**config.mk**
```make
export PLATFORM = sky130hd
export DESIGN_NAME = rmq_sqrt_cell
export DESIGN_NICKNAME = d
export VERILOG_FILES = /design/src/rtl/rmq_pkg.sv /design/src/rtl/rmq_sqrt_cell.sv
export SDC_FILE = /design/constraint.sdc
export NUM_CORES = 1
export LEC_CHECK = 0
export ABC_AREA = 1
export BUFFER_PORTS_ARGS = -buffer_cell sky130_fd_sc_hd__buf_2
export CORE_MARGIN = 2
export CORE_UTILIZATION = 42
export DETAILED_ROUTE_END_ITERATION = 7
export GPL_TIMING_DRIVEN = 1
export PLACE_DENSITY = 0.75
export RECOVER_POWER = 100
export SLEW_MARGIN = 20
export SYNTH_ARGS = -nofsm -noshare
export SYNTH_HDL_FRONTEND = slang
export SYNTH_SLANG_ARGS = --single-unit
```
**constraint.sdc**
```tcl
create_clock -name i_clk -period 2.1 [get_ports i_clk]
set_clock_uncertainty 0.05 [all_clocks]
set_input_delay 0.525 -clock i_clk [delete_from_list [all_inputs] [get_ports i_clk]]
set_output_delay 0.525 -clock i_clk [all_outputs]
set_load 0.1 [all_outputs]
```
**src/rtl/rmq_pkg.sv**
```systemverilog
// Shared types and constants for the rotation matrix to quaternion block.
// No dependencies; used by every module under rtl.
`timescale 1ns / 1ps
`default_nettype none
package rmq_pkg;

    localparam int DATA_WIDTH = 16;

    localparam logic [1:0] BR_TRACE = 2'd0;
    localparam logic [1:0] BR_M00   = 2'd1;
    localparam logic [1:0] BR_M11   = 2'd2;
    localparam logic [1:0] BR_M22   = 2'd3;

    typedef struct packed {
        logic signed [DATA_WIDTH-1:0] m00;
        logic signed [DATA_WIDTH-1:0] m01;
        logic signed [DATA_WIDTH-1:0] m02;
        logic signed [DATA_WIDTH-1:0] m10;
        logic signed [DATA_WIDTH-1:0] m11;
        logic signed [DATA_WIDTH-1:0] m12;
        logic signed [DATA_WIDTH-1:0] m20;
        logic signed [DATA_WIDTH-1:0] m21;
        logic signed [DATA_WIDTH-1:0] m22;
    } t_mat_in;

    typedef struct packed {
        logic signed [DATA_WIDTH-1:0] quat_w;
        logic signed [DATA_WIDTH-1:0] quat_x;
        logic signed [DATA_WIDTH-1:0] quat_y;
        logic signed [DATA_WIDTH-1:0] quat_z;
        logic [1:0]                   branch_taken;
        logic                         degenerate;
    } t_quat_out;

    // Side data carried along the root and divider chains.
    typedef struct packed {
        logic [1:0] branch;
        logic       degen;
    } t_ctl;

endpackage
`default_nettype wire

```
**src/rtl/rmq_sqrt_cell.sv**
```systemverilog
// One cell of the square root chain: settles one root bit per cell.
// Depends on rmq_pkg for the side data type.
`timescale 1ns / 1ps
`default_nettype none
module rmq_sqrt_cell #(
    parameter int NP = 18,
    parameter int NB = 17
) (
    input  wire                     i_clk,
    input  wire                     i_rst_n,
    input  wire                     i_en,
    input  wire                     i_valid,
    input  wire  rmq_pkg::t_ctl     i_ctl,
    input  wire  [2:0][NB-1:0]      i_num,
    input  wire  [2*NP-1:0]         i_x,
    input  wire  [NP+1:0]           i_rem,
    input  wire  [NP-1:0]           i_root,
    output logic                    o_valid,
    output rmq_pkg::t_ctl           o_ctl,
    output logic [2:0][NB-1:0]      o_num,
    output logic [2*NP-1:0]         o_x,
    output logic [NP+1:0]           o_rem,
    output logic [NP-1:0]           o_root
);
    logic [NP+1:0] rem_t, trial;
    logic          fits;

    always_comb begin
        rem_t = {i_rem[NP-1:0], i_x[2*NP-1 -: 2]};
        trial = {i_root, 2'b01};
        fits  = rem_t >= trial;
    end

    always_ff @(posedge i_clk) begin
        if (!i_rst_n) begin
            o_valid <= 1'b0;
        end else if (i_en) begin
            o_valid <= i_valid;
        end
    end

    always_ff @(posedge i_clk) begin
        if (i_en) begin
            o_ctl  <= i_ctl;
            o_num  <= i_num;
            o_x    <= i_x << 2;
            o_rem  <= fits ? rem_t - trial : rem_t;
            o_root <= {i_root[NP-2:0], fits};
        end
    end
endmodule
`default_nettype wire

```
==> flow_metrics.py <==
metrics = {
    "die": {
        "rows": 41,
        "dieArea_um2": 14000,
        "die_h_um": 118,
        "core_area_um2": 12700,
        "ios": 261,
        "fp.dieW_um": 118,
        "initial_core_util": 0.433,
    },
    "timing": {
        "slew_headroom": 0.502,
        "tightest_slew_ps": 746,
        "slew_violations": 0,
        "hold_slack_ps": 238,
        "hold_viol": 0,
        "layout_worst_path_cycle_share": 0.930,
        "tns_ps": 0,
        "setup-violations-final": 0,
        "fin_crit_ps": 1950,
        "rsz0062_at_grt": "false",
        "timing.fmax_ghz": 0.512,
    },
    "global_route": {
        "antenna_found_initial": 1,
        "overflow": 0,
        "grt_pass1_wl_mm": 23.1,
        "grt.total_usage": 0.216,
        "grt_max_degree": 41,
        "grt_pass1_vias": 4531,
    },
    "route": {
        "wl_per_cell_um": 15.3,
        "ant_nets": 0,
        "vias": 4489,
        "routed_wl_mm": 15.0,
        "firstDrtPassIters": 4,
        "drt-initial-drc-count": 248,
        "drc": 0,
        "vias_per_cell": 4.59,
    },
    "cells_and_area": {
        "n_antenna_cell": 0,
        "drive_gt1_frac": 0.448,
        "nFillCells": 1034,
        "area_growth_pct": 44.8,
        "final_area_um2": 7940,
        "final_util": 0.627,
        "nNetsFinal": 944,
    },
    "clock_tree": {
        "ctsResizeCount": 0,
        "numCtsBuffers": 17,
        "post_cts.repair.setup_buffers": 0,
        "htreeDepth": 4,
        "cts_buffer_depth": 2,
        "clk_pin_slew_worst_paths_ps": 60,
        "cts-root-buf": "clkbuf_16",
        "cts_tree": "done",
        "clock-sinks": 127,
        "cts_hold_buf": 0,
        "clock_latency_ps": 410,
    },
    "setup_path": {
        "path_max_fanout": 8,
        "path_cells": "clkbuf_1, inv_1, ha_1, nand2_1, inv_2, a21oi_1, nand3_2, nand2_2, nand2_4, clkbuf_2, xor2_1",
        "critPathSlowestCell": "ha_1",
        "crit_family": "simple AND/OR/NAND/NOR gates",
        "end_kind": "register",
        "crit_buf_inv": 4,
        "rrSetupSlack_ps": 1400,
        "path_class": "primary input to register",
        "r2r-start": "o_valid$_SDFFE_PN0P_",
        "startpoint_type": "primary input",
        "required_ps": 2210,
        "worstPathArrival_ps": 2060,
        "max_stage_delay_ps": 310,
        "crit_start": "i_root[9]",
    },
    "synth": {
        "synth_top_area_frac": 0.690,
        "synth_area_um2": 5480,
        "yosys-top-cells-area": "edfxtp_1 69%, nand2_1 9.2%, ha_1 4.6%",
        "synth.distinct_cells": 27,
        "synth.avg_cell_area_um2": 11.8,
        "yosysTopAreaCell": "edfxtp_1",
        "synth_cells": 464,
        "ys_ff_latch": 127,
        "synth_sequential_area_ratio": 0.694,
        "yosysWarnings": 0,
    },
    "place": {
        "gp_congestion": 0.925,
        "dpl.hpwl_mm": 11.9,
        "portBuffers": 256,
        "dpl_cell_area_um2": 7380,
    },
    "power_and_ir_drop": {
        "p_total_mw": 8.74,
        "peakVddDrop_uv": 518,
        "leakagePower_nw": 3.92,
        "power_density_nw_per_um2": 1100,
    },
    "min_path": {
        "holdCritPathClass": "primary input to register",
        "hold_path.startpoint": "i_num[14]",
    },
    "outcome": {
        "status": "completed",
    },
    "job": {
        "drv_cap": 0,
    },
}
==> final timing paths <==
path,to,depth (start not counted)
worst max-delay path,o_rem[0]$_DFFE_PP_,11
worst min-delay path,o_num[14]$_DFFE_PP_,1
worst max register to register,o_valid$_SDFFE_PN0P_,2
worst min register to register,o_valid$_SDFFE_PN0P_,2
==> Yosys cell counts, drive strengths merged <==
| master | count |
|---|---|
| dfxtp | 1 |
| xnor2 | 3 |
| nor2 | 24 |
| nand3b | 1 |
| nand4 | 1 |
| nand2 | 151 |
| and3 | 1 |
| a21oi | 14 |
| o21ai | 4 |
| conb | 1 |
| nand3 | 30 |
| xor2 | 8 |
| inv | 67 |
| edfxtp | 126 |
| nor3 | 4 |
| o21bai | 2 |
| ha | 20 |
| and2 | 1 |
| buf | 5 |
==> kinds of logic (layout without fill, tap and decap cells) <==
| kind of cell | count (synthesis) | count (layout) | synth area share |
|---|---|---|---|
| and+or+nand+nor | 213 | 213 | 0.166 |
| buffers and inverters | 72 | 412 | 0.0573 |
| adders and majority gates | 20 | 20 | 0.0457 |
| other | 1 | 2 | 0.000684 |
| DFF | 127 | 127 | 0.694 |
| AOI/OAI and AO/OA | 20 | 20 | 0.0192 |
| xor gates and xnor gates | 11 | 11 | 0.0176 |
==> flip-flops by register name, indices dropped and copies added, names as in the netlist <==
name	cells
o_ctl	3
o_num	51
o_rem	20
o_root	18
o_valid	1
o_x	34
==> metrics by stage <==
stage          cells  setup WS, ps
2_1_floorplan    465          53.3
3_3_place_gp     945          -222
3_5_place_dp     945          -244
4_1_cts          977           199
5_1_grt          977          19.0
6_report         977           147
==> power breakdown <==
group / internal (mW) / switching [mW]
Sequential: 3.06 / 0.0593
Combinational: 0.479 / 2.17
Clock: 1.88 / 1.09
==> metal layers <==
layer / wire, um / GRT usage
met1: 5400 / 0.225
met2: 7990 / 0.392
met3: 1250 / 0.0845
met4: 300 / 0.0813
met5: 13 / 0
==> cell usage in the layout (no fill, tap or decap) <==
| cell | netlist | layout |
|---|---|---|
| a21oi_1 | 14 | 14 |
| and2_1 | 1 | 1 |
| and3_1 | 1 | 1 |
| buf_2 | 0 | 120 |
| buf_4 | 2 | 50 |
| bufinv_16 | 0 | 3 |
| clkbuf_1 | 0 | 10 |
| clkbuf_16 | 0 | 17 |
| clkbuf_2 | 0 | 130 |
| clkbuf_4 | 0 | 3 |
| clkinv_2 | 0 | 3 |
| clkinv_4 | 0 | 3 |
| clkinvlp_4 | 0 | 2 |
| conb_1 | 1 | 2 |
| dfxtp_1 | 1 | 1 |
| edfxtp_1 | 126 | 126 |
| ha_1 | 20 | 20 |
| inv_1 | 60 | 60 |
| inv_2 | 6 | 6 |
| inv_6 | 1 | 4 |
| inv_8 | 0 | 1 |
| nand2_1 | 134 | 134 |
| nand2_2 | 16 | 16 |
| nand2_4 | 1 | 1 |
| nand3_1 | 29 | 29 |
| nand3_2 | 1 | 1 |
| nand3b_1 | 1 | 1 |
| nand4_1 | 1 | 1 |
| nor2_1 | 23 | 23 |
| nor2_2 | 1 | 1 |
| nor3_1 | 4 | 4 |
| o21ai_0 | 4 | 4 |
| o21bai_1 | 2 | 2 |
| xnor2_1 | 3 | 3 |
| xor2_1 | 8 | 8 |
==> final cells by class <==
type / count / area, um2 / share of cell area
Sequential cell: 127 / 3800 / 0.479
Timing Repair Buffer: 313 / 1690 / 0.212
Clock buffer: 17 / 425 / 0.0536
Tap cell: 172 / 215 / 0.0271
Clock inverter: 15 / 184 / 0.0232
Multi-Input combinational cell: 266 / 1370 / 0.172
Inverter: 67 / 256 / 0.0323
Note: power is estimated with default switching activity, not from simulation.
