**src/rtl/rmq_pkg.sv**
```systemverilog
// Shared types and constants for the rotation matrix to quaternion block.
// No dependencies; used by every module under rtl.
`timescale 1ns / 1ps
`default_nettype none
package rmq_pkg;

    localparam int DATA_WIDTH = 16;

    localparam logic [1:0] BR_TRACE = 2'd0;
    localparam logic [1:0] BR_M00   = 2'd1;
    localparam logic [1:0] BR_M11   = 2'd2;
    localparam logic [1:0] BR_M22   = 2'd3;

    typedef struct packed {
        logic signed [DATA_WIDTH-1:0] m00;
        logic signed [DATA_WIDTH-1:0] m01;
        logic signed [DATA_WIDTH-1:0] m02;
        logic signed [DATA_WIDTH-1:0] m10;
        logic signed [DATA_WIDTH-1:0] m11;
        logic signed [DATA_WIDTH-1:0] m12;
        logic signed [DATA_WIDTH-1:0] m20;
        logic signed [DATA_WIDTH-1:0] m21;
        logic signed [DATA_WIDTH-1:0] m22;
    } t_mat_in;

    typedef struct packed {
        logic signed [DATA_WIDTH-1:0] quat_w;
        logic signed [DATA_WIDTH-1:0] quat_x;
        logic signed [DATA_WIDTH-1:0] quat_y;
        logic signed [DATA_WIDTH-1:0] quat_z;
        logic [1:0]                   branch_taken;
        logic                         degenerate;
    } t_quat_out;

    // Side data carried along the root and divider chains.
    typedef struct packed {
        logic [1:0] branch;
        logic       degen;
    } t_ctl;

endpackage
`default_nettype wire

```
**src/rtl/rmq_div_cell.sv**
```systemverilog
// One cell of the divider chain: one quotient bit for each of three dividers.
// Depends on rmq_pkg for the side data type.
`timescale 1ns / 1ps
`default_nettype none
module rmq_div_cell #(
    parameter int NP  = 18,
    parameter int NWD = 32
) (
    input  wire                     i_clk,
    input  wire                     i_rst_n,
    input  wire                     i_en,
    input  wire                     i_valid,
    input  wire  rmq_pkg::t_ctl     i_ctl,
    input  wire  [2:0]              i_neg,
    input  wire  [NP-1:0]           i_s,
    input  wire  [2:0][NWD-1:0]     i_num,
    input  wire  [2:0][NP-1:0]      i_rem,
    input  wire  [2:0][NWD-1:0]     i_q,
    output logic                    o_valid,
    output rmq_pkg::t_ctl           o_ctl,
    output logic [2:0]              o_neg,
    output logic [NP-1:0]           o_s,
    output logic [2:0][NWD-1:0]     o_num,
    output logic [2:0][NP-1:0]      o_rem,
    output logic [2:0][NWD-1:0]     o_q
);
    logic [2:0][NP:0] r_t;
    logic [2:0]       fits;

    always_comb begin
        for (int k = 0; k < 3; k++) begin
            r_t[k]  = {i_rem[k], i_num[k][NWD-1]};
            fits[k] = r_t[k] >= {1'b0, i_s};
        end
    end

    always_ff @(posedge i_clk) begin
        if (!i_rst_n) begin
            o_valid <= 1'b0;
        end else if (i_en) begin
            o_valid <= i_valid;
        end
    end

    always_ff @(posedge i_clk) begin
        if (i_en) begin
            o_ctl <= i_ctl;
            o_neg <= i_neg;
            o_s   <= i_s;
            for (int k = 0; k < 3; k++) begin
                o_num[k] <= i_num[k] << 1;
                o_rem[k] <= fits[k] ? NP'(r_t[k] - {1'b0, i_s}) : r_t[k][NP-1:0];
                o_q[k]   <= {i_q[k][NWD-2:0], fits[k]};
            end
        end
    end
endmodule
`default_nettype wire

```
**config.mk**
```make
export PLATFORM = sky130hd
export DESIGN_NAME = rmq_div_cell
export DESIGN_NICKNAME = d
export VERILOG_FILES = /design/src/rtl/rmq_pkg.sv /design/src/rtl/rmq_div_cell.sv
export SDC_FILE = /design/constraint.sdc
export NUM_CORES = 1
export LEC_CHECK = 0
export BUFFER_PORTS_ARGS = -buffer_cell sky130_fd_sc_hd__buf_2
export CELL_PAD_IN_SITES_DETAIL_PLACEMENT = 1
export CELL_PAD_IN_SITES_GLOBAL_PLACEMENT = 1
export CORE_AREA = 2 2 210 212
export CTS_BUF_LIST = sky130_fd_sc_hd__clkbuf_16
export CTS_CLUSTER_SIZE = 14
export DETAILED_ROUTE_END_ITERATION = 7
export DIE_AREA = 0 0 212 214
export PLACE_DENSITY = 0.76
export SKIP_CTS_REPAIR_TIMING = 1
export SYNTH_ARGS = -nofsm -noshare
export SYNTH_HDL_FRONTEND = slang
export SYNTH_SLANG_ARGS = --single-unit
```
**constraint.sdc**
```tcl
create_clock -name i_clk -period 3 [get_ports i_clk]
set_input_delay 0.6 -clock i_clk [delete_from_list [all_inputs] [get_ports i_clk]]
set_output_delay 0.6 -clock i_clk [all_outputs]
set_load 0.05 [all_outputs]
```
==> impl_metrics.py, run 1 <==
metrics = {
    "outcome": {
        "outcome": "completed",
    },
    "synth": {
        "syn-cell-area_um2": 11700,
        "synth-async-reset-ratio_pct": 0,
        "syn_inst": 773,
        "synth_warnings": 0,
        "synth_sequential_area_ratio_pct": 68.5,
        "ys_ff_latch": 268,
        "syn_area_per_cell_um2": 15.2,
        "ys_dominant_reg_cell": "sky130_fd_sc_hd__edfxtp_1",
        "synth_enable_flop_cells": 267,
        "post_synth_num_cell_types": 68,
    },
    "placed_design": {
        "final_replace_weighted_congestion": 0.942,
        "portBuffers": 538,
        "area_after_detailed_placement_um2": 16000,
        "dpl_worst_slack_ps": -302,
        "place.detailed.hpwl_mm": 44.4,
    },
    "worst_hold_path": {
        "hold_crit_class": "in -> reg",
    },
    "die": {
        "core-area_um2": 42900,
        "top_level_ports": 545,
        "num_rows": 76,
        "die-width_um": 212,
        "floorplan.initialDensity_pct": 27.4,
        "die-area_um2": 45400,
        "floorplan.die.height_um": 214,
    },
    "clock_network": {
        "htree_levels": 2,
        "clk_root_buffer_cell": "sky130_fd_sc_hd__clkbuf_16",
        "clk_transition_reported_paths_ps": 60,
        "clk_latency_ps": 530,
        "cts.sinks": 268,
        "tritoncts_clock_tree": "done",
        "numCtsBuffers": 34,
        "clk_path_buf_depth": 3,
    },
    "final_layout": {
        "layout.cells.most_common": "sky130_fd_sc_hd__buf_2",
        "finish.net_count": 1766,
        "post_route_cells_drive_above_1_share_pct": 50.0,
        "most-common-layout-cells": "sky130_fd_sc_hd__buf_2 (537), sky130_fd_sc_hd__edfxtp_1 (267), sky130_fd_sc_hd__buf_4 (93), sky130_fd_sc_hd__ha_1 (54)",
        "syn_to_final_growth_pct": 45.7,
        "layout.cell_area.non_filler_um2": 17100,
    },
    "setup_path": {
        "worst_setup_path_start_kind": "input port",
        "timing.setup.critical_path_class": "in -> reg",
        "cp.arrival_ps": 3010,
        "crit_end_element": "flip-flop",
        "largest_fanout_of_any_net_on_the_critical_path": 17,
        "worstPathRequired_ps": 3270,
    },
    "routing": {
        "vias_per_cell": 4.74,
        "wl_per_cell_um": 26.3,
        "drt_iter0_drc": 686,
        "num_vias": 9735,
        "ant_nets": 0,
        "drt-pass1-iter-count": 4,
        "detail_route.wirelength_mm": 53.9,
        "drc": 0,
    },
    "sta": {
        "timing.final.max_slew_violations": 0,
        "period_share_pct": 91.2,
        "hold_slack_ps": 244,
        "timing.max_slew.rel_slack_pct": 57.2,
        "final-setup-viol-count": 0,
        "worst_slew_pin_slew_ps": 639,
        "max_freq_mhz": 366,
        "worst_clk_skew_ps": 0,
        "final_period_minus_worst_setup_slack_ps": 2730,
        "rsz0062_at_grt": "false",
        "hold_violations": 0,
        "final.setup.worst_slack_ps": 265,
    },
    "power_and_ir_drop": {
        "fin_total_pwr_w": 0.0117,
        "p_leak_nw": 7.43,
        "power.density_cell_area_nw_per_um2": 683,
        "vdd_ir_drop_max_mv": 0.417,
    },
    "global_routing": {
        "grt_pass1_wl_mm": 74.2,
        "grt_max_degree": 64,
        "grt_overflow": 0,
        "grt_use_total_pct": 23.4,
        "grt_antenna_before_repair": 51,
        "grt_pass1_vias": 10074,
    },
    "flow_run": {
        "max_cap_violations": 0,
    },
}
state kept, by name, summed over array words and instances (netlist names):
register,count
o_ctl,3
o_neg,3
o_q,96
o_rem,54
o_valid,1
o_s,18
o_num,93
Yosys cell counts (all sizes together) (3+ instances only):
| cell type | count | area share, % |
|---|---|---|
| edfxtp | 267 | 68 |
| ha | 54 | 5.8 |
| mux2 | 47 | 4.5 |
| a21oi | 46 | 2.2 |
| nand2 | 39 | 1.2 |
| inv | 37 | 1.2 |
| nor2 | 33 | 1.1 |
| o21ai | 27 | 1.2 |
| xnor2 | 21 | 1.6 |
| xor2 | 17 | 1.3 |
| nor3 | 12 | 0.51 |
| o21a | 12 | 0.77 |
| a21o | 11 | 0.70 |
| buf | 11 | 0.69 |
| nand3 | 11 | 0.47 |
| nand4 | 11 | 0.59 |
| clkbuf | 9 | 0.29 |
| o211ai | 8 | 0.51 |
| a211oi | 7 | 0.49 |
| nor2b | 7 | 0.37 |
| a211o | 6 | 0.45 |
| a21boi | 5 | 0.32 |
| mux2i | 5 | 0.43 |
| o21bai | 5 | 0.32 |
| o31ai | 5 | 0.32 |
| a31oi | 4 | 0.21 |
| and3 | 4 | 0.21 |
| nand2b | 4 | 0.21 |
| nor3b | 4 | 0.30 |
| fa | 3 | 0.51 |
| o22ai | 3 | 0.21 |
| or3 | 3 | 0.16 |
worst max-delay path, cell delays in order:
cell                      delay, ps
sky130_fd_sc_hd__buf_2          100
sky130_fd_sc_hd__inv_1          140
sky130_fd_sc_hd__ha_1           350
sky130_fd_sc_hd__nor2b_1        190
sky130_fd_sc_hd__o31a_2         200
sky130_fd_sc_hd__o22ai_2        120
sky130_fd_sc_hd__o32a_1         350
sky130_fd_sc_hd__o21ai_4        550
sky130_fd_sc_hd__mux2_2         410
report_power, final:
group | switching, W | total [W] | internal, W
clock network | 0.00157 | 0.00392 | 0.00235
registers | 0.000111 | 0.00466 | 0.00455
logic | 0.00219 | 0.00309 | 0.000899
layout make-up:
| cell class | instances | area [um2] |
|---|---|---|
| sequential | 268 | 8040 |
| clock inverter | 21 | 169 |
| inverter | 37 | 139 |
| tap | 585 | 732 |
| fill | 4686 | 25800 |
| clock buffer | 35 | 876 |
| antenna | 12 | 30.0 |
| multi-input combinational | 450 | 3460 |
| timing repair buffer | 644 | 3660 |
path summary, 6_finish.rpt:
check / slack (ps) / startpoint / end / depth (start not counted)
worst max-delay path: 270 / i_s[1] / o_rem[4] / 9
worst min-delay path: 240 / i_num[23] / o_num[24] / 1
worst max register to register: 2400 / o_valid / o_valid / 2
worst min register to register: 530 / o_valid / o_valid / 2
kinds of logic after synthesis:
logic type	count (synthesis)	share of synthesized area, %
AND/OR/NAND/NOR	138	5.75
XOR/XNOR	38	2.83
multiplexers	52	4.93
buffers and inverters	57	2.16
AO/OA/AOI/OAI	162	9.56
adder cells (fa/ha/maj)	57	6.27
other	1	0.0319
flip-flops	268	68.5
metal layers:
metal,part of all wire (%),vias up,GRT usage (%)
met5,0.56,-,1.40
met4,3.5,36,9.32
met3,9.8,121,9.21
met2,49,449,38.9
met1,37,4800,26.6
li1,-,4329,-
metrics by stage:
stage | utilization [%] | instances | TNS [ps]
floorplan | - | 775 | 0
global placement | 37.4 | 1984 | -6080
detailed placement | 37.4 | 1984 | -9320
CTS | 39.8 | 2040 | 0
global route | 39.8 | 2047 | 0
finish | 39.9 | 2052 | 0
Note: power is estimated with default switching activity, not from simulation.
==> inputs of run 2 (changes only) <==
CORE_AREA = unset   (was 2 2 210 212)
CORE_ASPECT_RATIO = 0.5   (was unset)
CORE_MARGIN = 1.5   (was unset)
CORE_UTILIZATION = 31   (was unset)
DIE_AREA = unset   (was 0 0 212 214)
PLACE_DENSITY = 0.83   (was 0.76)
==> run 2 against run 1 <==
Against the previous run: register-to-register slack hardly changed; sequential power barely moved; wire length fell by 17%; sequential share of layout area up 2.2 points; core utilization increased by 3.8 points; final cell count is 7.1% lower; critical endpoint is now o_rem[26]; largest power group unchanged.
==> impl_metrics.py, run 2 (synthesis gave the netlist of run 1 again) <==
metrics = {
    "final_layout": {
        "post_route_cells_drive_above_1_share_pct": 48.5,
        "syn_to_final_growth_pct": 39.1,
        "layout.cell_area.non_filler_um2": 16300,
        "finish.net_count": 1721,
        "reg_with_most_ffs": "o_q",
        "finalNonFillerCells": 1906,
        "biggestRegsByFlops": "o_q: 96 flops, o_num: 93 flops, o_rem: 54 flops",
        "layout.filler_cells": 4075,
        "largest_reg_flops": 96,
        "most-common-layout-cells": "sky130_fd_sc_hd__buf_2 (537), sky130_fd_sc_hd__edfxtp_1 (267), sky130_fd_sc_hd__buf_4 (64), sky130_fd_sc_hd__ha_1 (54), sky130_fd_sc_hd__a21oi_1 (44)",
        "layout.cells.most_common": "sky130_fd_sc_hd__buf_2",
    },
    "sta": {
        "worst_slew_pin_slew_ps": 658,
        "final.setup.worst_slack_ps": 350,
        "hold_violations": 0,
        "timing.max_slew.rel_slack_pct": 56.1,
        "max_freq_mhz": 377,
        "timing.final.max_slew_violations": 0,
        "final_period_minus_worst_setup_slack_ps": 2650,
        "period_share_pct": 88.3,
        "final-setup-viol-count": 0,
        "rsz0062_at_grt": "false",
        "worst_clk_skew_ps": 0,
    },
    "placed_design": {
        "placed_cells": 1856,
        "dpl_worst_slack_ps": -149,
        "portBuffers": 538,
        "area_after_detailed_placement_um2": 15500,
        "final_replace_weighted_congestion": 0.893,
        "place.detailed.hpwl_mm": 36.1,
    },
    "die": {
        "top_level_ports": 545,
        "die-width_um": 278,
        "num_rows": 50,
        "core-area_um2": 37300,
        "floorplan.die.height_um": 141,
        "die-area_um2": 39100,
        "floorplan.initialDensity_pct": 31.4,
    },
    "setup_path": {
        "worstPathRequired_ps": 3290,
        "timing.setup.critical_path_class": "in -> reg",
        "largest_fanout_of_any_net_on_the_critical_path": 19,
        "worst_setup_path_start_kind": "input port",
        "cp.arrival_ps": 2940,
        "crit_end_element": "flip-flop",
    },
    "routing": {
        "drc": 0,
        "detail_route.wirelength_mm": 44.7,
        "num_vias": 9288,
        "vias_per_cell": 4.87,
        "ant_nets": 0,
        "drt-pass1-iter-count": 5,
        "wl_per_cell_um": 23.5,
        "drt_iter0_drc": 612,
    },
    "outcome": {
        "outcome": "completed",
    },
    "worst_hold_path": {
        "hold_crit_class": "in -> reg",
    },
    "power_and_ir_drop": {
        "vdd_ir_drop_max_mv": 0.301,
        "p_leak_nw": 7.08,
        "power.density_cell_area_nw_per_um2": 661,
    },
    "clock_network": {
        "clk_latency_ps": 540,
        "numCtsBuffers": 26,
        "clk_root_buffer_cell": "sky130_fd_sc_hd__clkbuf_16",
        "tritoncts_clock_tree": "done",
        "clk_path_buf_depth": 3,
        "htree_levels": 1,
        "clk_transition_reported_paths_ps": 70,
        "cts.sinks": 268,
    },
    "global_routing": {
        "grt_max_degree": 67,
        "grt_pass1_wl_mm": 62.9,
        "grt_antenna_before_repair": 11,
        "grt_pass1_vias": 9389,
        "grt_use_total_pct": 21.9,
        "grt_overflow": 0,
    },
    "flow_run": {
        "max_cap_violations": 0,
    },
}
==> run 2: cell count changes in the layout (fill, tap and decap cells not counted), sizes merged <==
cell      before  now
clkinvlp       0    2
inv           46   43
clkbuf        35   27
diode         12    5
bufinv         3    1
buf          644  607
==> run 2: worst paths after layout <==
kind	from	end	slack, ps	cells past startpoint
hold reg to reg	o_valid	o_valid	540	2
hold / removal	i_q[13]	o_q[14]	220	1
setup reg to reg	o_valid	o_valid	2400	2
setup / recovery	i_s[1]	o_rem[26]	350	10
==> run 2: per-layer routing <==
| metal | GRT usage, % | up-vias | wire length (um) |
|---|---|---|---|
| li1 | - | 4222 | - |
| met1 | 27.9 | 4690 | 18200 |
| met2 | 37.9 | 312 | 22600 |
| met3 | 4.86 | 62 | 2840 |
| met4 | 5.52 | 2 | 1100 |
| met5 | 0 | - | 13 |
==> run 2: through the flow <==
stage	util [%]	power, W	setup TNS [ps]	hold WS, ps
CTS	43.7	0.0109	0	195
floorplan	-	0.00668	0	699
detailed placement	41.6	0.00770	-3000	528
global placement	41.6	0.00764	-987	496
global route	43.7	0.0111	0	197
finish	43.7	0.0108	0	222
==> run 2: final cells by class <==
type | count | area (um2) | share of cell area [%]
Timing Repair Buffer | 607 | 3280 | 20.1
Tap cell | 494 | 618 | 3.78
Inverter | 37 | 139 | 0.850
Multi-Input combinational cell | 450 | 3460 | 21.2
Clock inverter | 18 | 108 | 0.659
Clock buffer | 27 | 676 | 4.14
Sequential cell | 268 | 8040 | 49.2
Antenna cell | 5 | 12.5 | 0.0766
==> run 2: critical path, cell delays in order <==
cell and delay, ps:
sky130_fd_sc_hd__buf_2 110, sky130_fd_sc_hd__inv_1 100, sky130_fd_sc_hd__buf_12 150, sky130_fd_sc_hd__ha_1 310, sky130_fd_sc_hd__nand2b_1 100, sky130_fd_sc_hd__a21oi_1 100
sky130_fd_sc_hd__o21ai_1 280, sky130_fd_sc_hd__a211oi_2 160, sky130_fd_sc_hd__a21oi_4 580, sky130_fd_sc_hd__mux2_2 430
==> run 2: where the power goes <==
group | switching, W | internal [W]
Combinational | 0.00214 | 0.000841
Clock | 0.00144 | 0.00170
Sequential | 0.000126 | 0.00455
Total | 0.00371 | 0.00709
