`config.mk`:
```
export PLATFORM = sky130hd
export DESIGN_NAME = rmq_front
export DESIGN_NICKNAME = d
export VERILOG_FILES = /design/src/rtl/rmq_pkg.sv /design/src/rtl/rmq_front.sv
export SDC_FILE = /design/constraint.sdc
export NUM_CORES = 1
export LEC_CHECK = 0
export CORE_ASPECT_RATIO = 2
export CORE_MARGIN = 3
export CORE_UTILIZATION = 48
export DETAILED_ROUTE_END_ITERATION = 10
export DONT_BUFFER_PORTS = 1
export PLACE_DENSITY = 0.69
export SYNTH_ARGS = -nofsm -noshare
export SYNTH_HDL_FRONTEND = slang
export SYNTH_SLANG_ARGS = --single-unit
export TNS_END_PERCENT = 5
```
`constraint.sdc`:
```
create_clock -name i_clk -period 14.05 [get_ports i_clk]
set_input_delay 2.81 -clock i_clk [delete_from_list [all_inputs] [get_ports i_clk]]
set_output_delay 2.81 -clock i_clk [all_outputs]
set_load 0.005 [all_outputs]
```
`src/rtl/rmq_pkg.sv`:
```
// Shared types and constants for the rotation matrix to quaternion block.
// No dependencies; used by every module under rtl.
`timescale 1ns / 1ps
`default_nettype none
package rmq_pkg;

    localparam int DATA_WIDTH = 16;

    localparam logic [1:0] BR_TRACE = 2'd0;
    localparam logic [1:0] BR_M00   = 2'd1;
    localparam logic [1:0] BR_M11   = 2'd2;
    localparam logic [1:0] BR_M22   = 2'd3;

    typedef struct packed {
        logic signed [DATA_WIDTH-1:0] m00;
        logic signed [DATA_WIDTH-1:0] m01;
        logic signed [DATA_WIDTH-1:0] m02;
        logic signed [DATA_WIDTH-1:0] m10;
        logic signed [DATA_WIDTH-1:0] m11;
        logic signed [DATA_WIDTH-1:0] m12;
        logic signed [DATA_WIDTH-1:0] m20;
        logic signed [DATA_WIDTH-1:0] m21;
        logic signed [DATA_WIDTH-1:0] m22;
    } t_mat_in;

    typedef struct packed {
        logic signed [DATA_WIDTH-1:0] quat_w;
        logic signed [DATA_WIDTH-1:0] quat_x;
        logic signed [DATA_WIDTH-1:0] quat_y;
        logic signed [DATA_WIDTH-1:0] quat_z;
        logic [1:0]                   branch_taken;
        logic                         degenerate;
    } t_quat_out;

    // Side data carried along the root and divider chains.
    typedef struct packed {
        logic [1:0] branch;
        logic       degen;
    } t_ctl;

endpackage
`default_nettype wire

```
`src/rtl/rmq_front.sv`:
```
// Entry stage: branch selection, radicand and off-diagonal numerators.
// Depends on rmq_pkg.
`timescale 1ns / 1ps
`default_nettype none
module rmq_front #(
    parameter int FRAC_BITS = 14,
    parameter int RW        = 20,
    parameter int XW        = 36
) (
    input  wire                                 i_clk,
    input  wire                                 i_rst_n,
    input  wire                                 i_en,
    input  wire                                 i_valid,
    input  wire  rmq_pkg::t_mat_in              i_mat,
    output logic                                o_valid,
    output rmq_pkg::t_ctl                       o_ctl,
    output logic [XW-1:0]                       o_x,
    output logic [2:0][rmq_pkg::DATA_WIDTH:0]   o_num
);
    localparam int NB = rmq_pkg::DATA_WIDTH + 1;
    localparam logic signed [RW-1:0] ONE = RW'(1) <<< FRAC_BITS;

    logic signed [RW-1:0] a00, a11, a22, trace, rad;
    logic signed [NB-1:0] b01, b02, b10, b12, b20, b21;
    logic signed [NB-1:0] n0, n1, n2;
    logic [1:0]           br;
    logic                 r_valid;
    rmq_pkg::t_ctl        r_ctl;
    logic [XW-1:0]        r_x;
    logic [2:0][NB-1:0]   r_num;

    always_comb begin
        a00 = RW'(i_mat.m00);
        a11 = RW'(i_mat.m11);
        a22 = RW'(i_mat.m22);
        b01 = NB'(i_mat.m01);
        b02 = NB'(i_mat.m02);
        b10 = NB'(i_mat.m10);
        b12 = NB'(i_mat.m12);
        b20 = NB'(i_mat.m20);
        b21 = NB'(i_mat.m21);
        trace = a00 + a11 + a22;
        if (trace > 0) begin
            br = rmq_pkg::BR_TRACE;
            rad = trace + ONE;
            n0 = b21 - b12; n1 = b02 - b20; n2 = b10 - b01;
        end else if (a00 > a11 && a00 > a22) begin
            br = rmq_pkg::BR_M00;
            rad = ONE + a00 - a11 - a22;
            n0 = b21 - b12; n1 = b01 + b10; n2 = b02 + b20;
        end else if (a11 > a22) begin
            br = rmq_pkg::BR_M11;
            rad = ONE + a11 - a00 - a22;
            n0 = b02 - b20; n1 = b01 + b10; n2 = b12 + b21;
        end else begin
            br = rmq_pkg::BR_M22;
            rad = ONE + a22 - a00 - a11;
            n0 = b10 - b01; n1 = b02 + b20; n2 = b12 + b21;
        end
    end

    always_ff @(posedge i_clk) begin
        if (!i_rst_n) begin
            r_valid <= 1'b0;
        end else if (i_en) begin
            r_valid <= i_valid;
        end
    end

    always_ff @(posedge i_clk) begin
        if (i_en) begin
            r_ctl.branch <= br;
            r_ctl.degen  <= (rad <= 0);
            r_x          <= (rad <= 0) ? '0 : (XW'(rad[RW-2:0]) << (FRAC_BITS + 2));
            r_num        <= {n2, n1, n0};
        end
    end

    assign o_valid = r_valid;
    assign o_ctl   = r_ctl;
    assign o_x     = r_x;
    assign o_num   = r_num;
endmodule
`default_nettype wire

```
==> results of run 1 <==
==> path summary, 6_finish.rpt <==
check / from / endpoint / slack (ps) / depth (start not counted)
worst min-delay path: o_valid$_SDFFE_PN0P_ / o_valid$_SDFFE_PN0P_ / 550 / 2
worst max register to register: o_valid$_SDFFE_PN0P_ / o_valid$_SDFFE_PN0P_ / 13440 / 2
worst max-delay path: i_mat[4] / o_ctl[0]$_DFFE_PP_ / 6170 / 20
worst min register to register: o_valid$_SDFFE_PN0P_ / o_valid$_SDFFE_PN0P_ / 550 / 2
==> Yosys cell counts (5+ instances only) <==
cell	instances
or3_1	19
xor2_1	40
and2_1	9
nor2b_1	28
nand2_1	112
a31oi_1	15
o2111ai_1	5
edfxtp_1	73
nand3_1	37
nor2_1	104
o21bai_1	13
nand4_1	6
clkbuf_1	21
a21oi_1	118
buf_2	18
a21boi_0	7
nand2b_1	30
xnor2_1	89
o211ai_1	27
and3_1	8
a211oi_1	22
o21ai_0	95
mux2i_1	27
o21a_1	15
inv_1	236
buf_4	20
ha_1	294
a221oi_1	5
nor4b_1	5
o22ai_1	20
o31ai_1	17
fa_1	78
or2_2	6
mux2_2	15
a21o_1	16
nor3_1	51
==> state kept, by name (all words and copies together), names as in the netlist <==
register / count
o_x: 19
o_valid: 1
o_num: 51
o_ctl: 3
==> cell type report <==
cell class                 instances  area (µm²)
clock buffer                       9         225
clock inverter                     7         124
fill                            2989       15200
inverter                         236         886
multi-input combinational       1435       11900
sequential                        74        2210
tap                              418         523
timing repair buffer               6        45.0
==> routing by layer <==
| layer | vias to the layer above | wire [µm] |
|---|---|---|
| li1 | 6084 | - |
| met1 | 6020 | 14900 |
| met2 | 394 | 28100 |
| met3 | 123 | 2160 |
| met4 | 0 | 4080 |
| met5 | - | 0 |
==> placed cells by master, fill, tap and decap left out, types with 28 or more instances in the layout <==
cell	n
edfxtp_1	73
nand2_1	112
inv_1	236
a21oi_1	118
xnor2_1	89
xor2_1	40
nand3_1	37
nor2_1	103
fa_1	78
nor3_1	51
ha_1	294
nor2b_1	28
o21ai_0	95
nand2b_1	30
==> worst register-to-register path: cells and delay by family (launching register included) <==
kind	cells	cell delay (ps)
flops	1	330
mux	1	120
simple gates	1	60
==> power by group <==
part,internal [mW],switching [mW],total [mW]
combinational,0.413,0.642,1.06
sequential,0.332,0.0487,0.380
clock,0.175,0.106,0.282
total,0.920,0.797,1.72
==> stage by stage <==
stage               std cells   util  worst slack, ps  hold slack, ps  cell area [µm²]
floorplan                1809      -             7480             507            15300
CTS                      2185  0.512             6180             558            15900
global route             2185  0.512             5840             586            15900
finish                   2185  0.512             6170             553            15900
detailed placement       2169  0.501             5830             548            15600
global placement         2169  0.501             5850             536            15600
==> logic make-up (layout without fill, tap and decap cells) <==
| group | after synthesis | after routing | share of synthesized area |
|---|---|---|---|
| DFF | 74 | 74 | 0.145 |
| adders and majority gates | 372 | 372 | 0.343 |
| xor gates and xnor gates | 130 | 130 | 0.0751 |
| muxes | 42 | 42 | 0.0288 |
| other | 1 | 18 | 0.000246 |
| AOI/OAI and AO/OA | 436 | 436 | 0.186 |
| buffers and inverters | 300 | 258 | 0.0807 |
| and+or+nand+nor | 437 | 437 | 0.141 |
==> impl_metrics.ini, run 1 <==
[floorplanning]
die_w_um = 132
dieArea_mm2 = 0.0341
io_pins = 239
die_y_um = 258
initial_core_util = 0.491
core_area_mm2 = 0.0311
rows = 91

[power]
vdd_drop_max_mv = 0.0583
p_leak_nw = 7.32
power.density_mw_per_mm2 = 108
fin_total_pwr_mw = 1.72

[sta]
slew_violations = 0
hold_violations = 0
setup_tns_ps = 0
slew_headroom = 0.258
rsz0062_at_grt = false
fin_skew_ps = 0
fmax_ghz = 0.127
layout_min_cycle_time_ps = 7880
setup_viol = 0
worst-slew-pin-transition_ps = 1100
fin_crit_sh = 0.561

[setup_path]
cp_common_cell = inv_1
cp.required_ps = 14270
crit_path_end_kind = flop
crit_slowest_cell = buf_4
cp.buffers_inverters = 4
path_max_fanout = 101
crit_family = compound AO/OA/AOI/OAI gates
crit_type = in2reg
cp-start-kind = input port
crit_arrival_ps = 8090
worstPathCellList = inv_1 -> fa_1 -> inv_1 -> ha_1 -> a21oi_1 -> a211o_1 -> a21o_1 -> a21oi_1 -> nor2_1 -> xnor2_1 -> inv_1 -> ha_1 -> o211a_1 -> nand3_1 -> o41ai_4 -> buf_4 -> o2111ai_1 -> o21a_1 -> nor4b_2 -> a31o_1
slowest_delay_ps = 880

[clock_network]
numCtsBuffers = 9
cts_sinks = 74
clock_latency_ps = 350
cts_tree = done
root_buffer = clkbuf_16
cts-resized-gates = 0
clockBufferDepth = 2
hold_buffers = 0
clk_pin_slew_worst_paths_ps = 70
postCtsSetupBuffers = 0
cts_max_level = 3

[grt]
grt_pass1_vias = 13400
top_usage_layer = met2
antenna_found_initial = 0
use_met3 = 0.0402
grtUsageMet1 = 0.236
grt_util_met2 = 0.577
grt_pass1_wl_mm = 74.1
grt_start_max_net_pins = 102
grt_overflow = 0
gr-usage-all-layers = 0.282

[detailed_routing]
dr_total_vias = 12600
route.detailed.wl_per_inst_um = 22.5
ant_nets = 0
viasPerCell = 5.78
drt-total-wl_mm = 49.2
firstDrtPassIters = 6
drt-initial-drc-count = 617
drc_errors = 0

[synthesis]
netlist_area_mm2 = 0.0153
synth_area_leaders = ha_1 (24%), edfxtp_1 (14%), fa_1 (10%)
avgSynthCellArea_um2 = 8.52
ys_seq_area_frac = 0.145
synth_warnings = 0
synth_top_area_share = 0.241
ys_seq_elements = 74
synth_cell_types = 86
syn_inst = 1792
ys.flop_type = edfxtp_1
synth_edf_count = 73
yosys.area.top_type = ha_1
ys_async_sr_fraction = 0

[outcome]
status = completed

[min_path]
hold_class = reg2reg

[cells_and_area]
diodes = 0
area_growth_pct = 4.27
drive_above_1_share = 0.0368
nets = 2282

[place]
io_buffers = 0
dp_hpwl_mm = 41.7
gp_congestion = 0.960

[flow_run]
cap_violations = 0
Power figures use the tool's default switching activity.
==> run 2, diff against run 1 <==
==> constraint.sdc (replaced) <==
create_clock -name i_clk -period 8 [get_ports i_clk]
set_input_delay 1.6 -clock i_clk [delete_from_list [all_inputs] [get_ports i_clk]]
set_output_delay 1.6 -clock i_clk [all_outputs]
set_load 0.005 [all_outputs]
==> impl_metrics.ini, run 2 (synthesis results as in run 1) <==
[outcome]
status = completed

[sta]
worst-slew-pin-transition_ps = 1110
slew_headroom = 0.252
hold_violations = 0
layout_min_cycle_time_ps = 6100
setup_tns_ps = 0
fin_skew_ps = 0
fmax_ghz = 0.164
slew_violations = 0
rsz0062_at_grt = false
setup_viol = 0
fin_crit_sh = 0.763
setup_ws_ps = 1900

[detailed_routing]
dr_total_vias = 12600
viasPerCell = 5.75
ant_nets = 0
drc_errors = 0
route.detailed.wl_per_inst_um = 22.3
firstDrtPassIters = 7
drt-total-wl_mm = 48.8
drt-initial-drc-count = 671

[cells_and_area]
instances_no_fill = 2190
final_cell_mix = ha_1 (294), inv_1 (236), a21oi_1 (118)
final_common_cell = ha_1
nets = 2287
fillers = 2926
regArea_mm2 = 0.00221
drive_above_1_share = 0.0389
multi_input_area_mm2 = 0.0119
diodes = 0
largest_reg_flops = 51
area_growth_pct = 4.32

[grt]
grt_pass1_vias = 13400
antenna_found_initial = 0
grt_pass1_wl_mm = 73.9
gr-usage-all-layers = 0.280
grt_start_max_net_pins = 75
grt_overflow = 0

[floorplanning]
die_y_um = 258
dieArea_mm2 = 0.0341
core_area_mm2 = 0.0311
die_w_um = 132
rows = 91
io_pins = 239
initial_core_util = 0.491

[setup_path]
cp-start-kind = input port
ff2ff_setup_slack_ps = 7390
cp.required_ps = 8160
path_max_fanout = 69
crit_type = in2reg
crit_path_end_kind = flop
crit_arrival_ps = 6260

[power]
fin_total_pwr_mw = 2.99
vdd_drop_max_mv = 0.102
p_leak_nw = 7.34
power.density_mw_per_mm2 = 187

[place]
dp_hpwl_mm = 41.4
io_buffers = 0
dp_cells = 2174
pre_cts_slack_ps = 1640
gp_congestion = 0.988

[clock_network]
clk_pin_slew_worst_paths_ps = 70
cts-resized-gates = 0
cts_sinks = 74
cts_max_level = 3
numCtsBuffers = 9
root_buffer = clkbuf_16
clockBufferDepth = 2
cts_tree = done
clock_latency_ps = 360
postCtsSetupBuffers = 0
hold_buffers = 0

[flow_run]
cap_violations = 0

[min_path]
hold_class = reg2reg
==> run 2: changes by cell type in the layout (fill, tap and decap cells not counted), sizes merged <==
cell	previous run	this run
bufinv	3	1
buf	6	11
clkinv	1	3
clkbuf	9	10
clkinvlp	1	0
==> run 2: area by class of cell <==
cell class / count / share of cell area
Tap cell: 418 / 0.0328
Multi-Input combinational cell: 1435 / 0.747
Sequential cell: 74 / 0.139
Clock inverter: 6 / 0.00464
Timing Repair Buffer: 11 / 0.00597
Clock buffer: 10 / 0.0150
Inverter: 236 / 0.0556
==> run 2: power breakdown <==
part | switching (mW) | leakage [nW] | internal (mW) | total [mW]
registers | 0.0760 | 0.721 | 0.582 | 0.658
logic | 1.14 | 6.47 | 0.731 | 1.87
clock network | 0.200 | 0.154 | 0.255 | 0.454
total | 1.42 | 7.34 | 1.57 | 2.99
==> run 2: worst max-delay path: stages <==
cell and delay, ps:
inv_1 100, fa_1 570, inv_1 90, ha_1 230, a21boi_0 180, a31oi_1 80
o2111a_1 350, nor3_2 280, nor2_1 90, xnor2_1 340, ha_1 230, o211a_1 160
nand3_1 120, o41ai_4 270, buf_4 630, buf_4 460, o21ai_0 150, o32ai_1 290
==> run 2: path summary, 6_finish.rpt <==
kind	startpoint	depth (start not counted)	endpoint
worst max register to register	o_valid$_SDFFE_PN0P_	2	o_valid$_SDFFE_PN0P_
worst min-delay path	o_valid$_SDFFE_PN0P_	2	o_valid$_SDFFE_PN0P_
worst max-delay path	i_mat[4]	18	o_num[49]$_DFFE_PP_
worst min register to register	o_valid$_SDFFE_PN0P_	2	o_valid$_SDFFE_PN0P_
==> run 2: layer usage <==
| layer | vias to the layer above | GRT usage | wire length (µm) |
|---|---|---|---|
| li1 | 6099 | - | - |
| met1 | 5980 | 0.238 | 15100 |
| met2 | 390 | 0.566 | 27600 |
| met3 | 131 | 0.0419 | 2010 |
| met4 | 0 | 0.211 | 4130 |
| met5 | - | 0 | 0 |
==> run 2: per-stage QoR <==
stage,utilization,instance area [µm²],hold slack (ps)
3_5_place_dp,0.502,15600,543
5_1_grt,0.512,15900,574
4_1_cts,0.512,15900,551
6_report,0.512,15900,550
3_3_place_gp,0.502,15600,534
2_1_floorplan,-,15300,507
==> run 3, diff against run 2 <==
--- a/config.mk
+++ b/config.mk
@@ -10,7 +10,7 @@
 export CORE_UTILIZATION = 48
 export DETAILED_ROUTE_END_ITERATION = 10
 export DONT_BUFFER_PORTS = 1
-export PLACE_DENSITY = 0.69
+export PLACE_DENSITY = 0.71
 export SYNTH_ARGS = -nofsm -noshare
 export SYNTH_HDL_FRONTEND = slang
 export SYNTH_SLANG_ARGS = --single-unit
==> constraint.sdc (replaced) <==
create_clock -name i_clk -period 5 [get_ports i_clk]
set_input_delay 1 -clock i_clk [delete_from_list [all_inputs] [get_ports i_clk]]
set_output_delay 1 -clock i_clk [all_outputs]
set_load 0.005 [all_outputs]
==> impl_metrics.ini, run 3 (synthesis results as in run 1) <==
[sta]
fmax_ghz = 0.204
slew_headroom = 0.551
rsz0062_at_grt = true
setup_viol = 0
setup_ws_ps = 103
hold_violations = 0
holdWs_ps = 571
slew_violations = 0
worst-slew-pin-transition_ps = 657
fin_skew_ps = 0
setup_tns_ps = 0
layout_min_cycle_time_ps = 4900
fin_crit_sh = 0.979

[min_path]
whs_endpoint = o_valid$_SDFFE_PN0P_
hp-start = o_valid$_SDFFE_PN0P_
hold_class = reg2reg
min_path_cells = 2

[cells_and_area]
area_growth_pct = 12.0
drive_above_1_share = 0.113
final_common_cell = ha_1
fin_util = 0.550
nets = 2426
fillers = 2868
largest_reg_flops = 51
diodes = 0
final_cell_mix = ha_1 (292), inv_1 (235), buf_4 (143)
fin_area_mm2 = 0.0171
instances_no_fill = 2329

[place]
dp_cells = 2310
io_buffers = 0
dp_hpwl_mm = 42.1
gp_congestion = 0.960
dpl-instance-area_mm2 = 0.0167
pre_cts_slack_ps = -343

[clock_network]
numCtsBuffers = 9
hold_buffers = 0
clk_pin_slew_worst_paths_ps = 60
root_buffer = clkbuf_16
clockBufferDepth = 2
clock_latency_ps = 350
cts_sinks = 74
cts_tree = done
cts_max_level = 3

[power]
fin_total_pwr_mw = 5.10
p_leak_nw = 8.05
power.density_mw_per_mm2 = 298
vdd_drop_max_mv = 0.190

[floorplanning]
die_w_um = 132
rows = 91
initial_core_util = 0.491
die_y_um = 258
core_area_mm2 = 0.0311
io_pins = 239
dieArea_mm2 = 0.0341

[setup_path]
critPathLaunch = i_mat[3]
rr_endpoint = o_valid$_SDFFE_PN0P_
cp_common_cell = inv_1
crit_arrival_ps = 5120
r2r_start = o_valid$_SDFFE_PN0P_
ff2ff_setup_slack_ps = 4370
cp.buffers_inverters = 5
crit_type = in2reg
path_max_fanout = 3
crit_slowest_cell = fa_1
slowest_delay_ps = 540
crit_family = compound AO/OA/AOI/OAI gates
cp.required_ps = 5220
reg2regPathDepth = 2
cp-start-kind = input port
worstPathCellList = inv_1 -> fa_1 -> inv_1 -> ha_1 -> inv_1 -> fa_1 -> nor2b_1 -> o21ai_1 -> o211ai_1 -> buf_4 -> o31ai_1 -> buf_4 -> xnor2_1 -> nor2_1 -> a2111o_1 -> a21oi_1 -> a41oi_1 -> nor4b_4 -> a31o_1
crit_path_end_kind = flop

[detailed_routing]
route.detailed.wl_per_inst_um = 21.0
drt-initial-drc-count = 534
dr_total_vias = 13200
ant_nets = 0
drt-total-wl_mm = 49.0
firstDrtPassIters = 5
viasPerCell = 5.67
drc_errors = 0

[grt]
antenna_found_initial = 0
grt_pass1_vias = 14200
gr-usage-all-layers = 0.281
grt_start_max_net_pins = 75
grt_pass1_wl_mm = 75.3
grt_overflow = 0

[outcome]
status = completed

[flow_run]
cap_violations = 0
run 3: cell types whose count changed in the layout (fill, tap and decap cells not counted), sizes merged:
cell,previous run,this run
bufinv,1,2
clkinv,3,2
buf,11,150
clkbuf,10,11
inv,238,237
run 3: layer usage:
layer / vias to the layer above / track usage / wire length, µm
met4: 0 / 0.171 / 3340
met3: 127 / 0.0405 / 1880
li1: 6379 / - / -
met2: 338 / 0.583 / 28300
met1: 6354 / 0.244 / 15500
met5: - / 0 / 0
run 3: area by class of cell:
| type | instances | area [µm²] | area share |
|---|---|---|---|
| clock buffer | 11 | 233 | 0.0136 |
| sequential | 74 | 2210 | 0.129 |
| multi-input combinational | 1435 | 12000 | 0.699 |
| timing repair buffer | 150 | 1210 | 0.0710 |
| inverter | 236 | 886 | 0.0518 |
| tap | 418 | 523 | 0.0306 |
| clock inverter | 5 | 77.6 | 0.00454 |
run 3: worst reg2reg max path, stage by stage, from the launching register on:
cell and delay [ps]:
dfxtp_1 330, mux2i_1 140, nor2b_1 60
run 3: worst max-delay path by stage:
stage | to | slack, ps | cells after the start
after floorplan | o_x[19]$_SDFFCE_PP0P_ | 240 | 16
after global placement | o_x[21]$_SDFFCE_PP0P_ | -280 | 18
after detailed placement | o_x[22]$_SDFFCE_PP0P_ | -340 | 18
after CTS | o_x[22]$_SDFFCE_PP0P_ | 30 | 18
after global routing | o_ctl[0]$_DFFE_PP_ | -100 | 19
final | o_ctl[0]$_DFFE_PP_ | 100 | 19
run 3: what timing repair did:
action,4_1_cts,5_1_grt
endpoints found under the setup margin,0,52
resized for setup,0,15
setup buffers,0,3
run 3: power by group:
part           total (mW)  switching, mW  internal, mW
Clock               0.717          0.279         0.437
Combinational        3.32           1.86          1.45
Sequential           1.07          0.135         0.932
Total                5.10           2.28          2.82
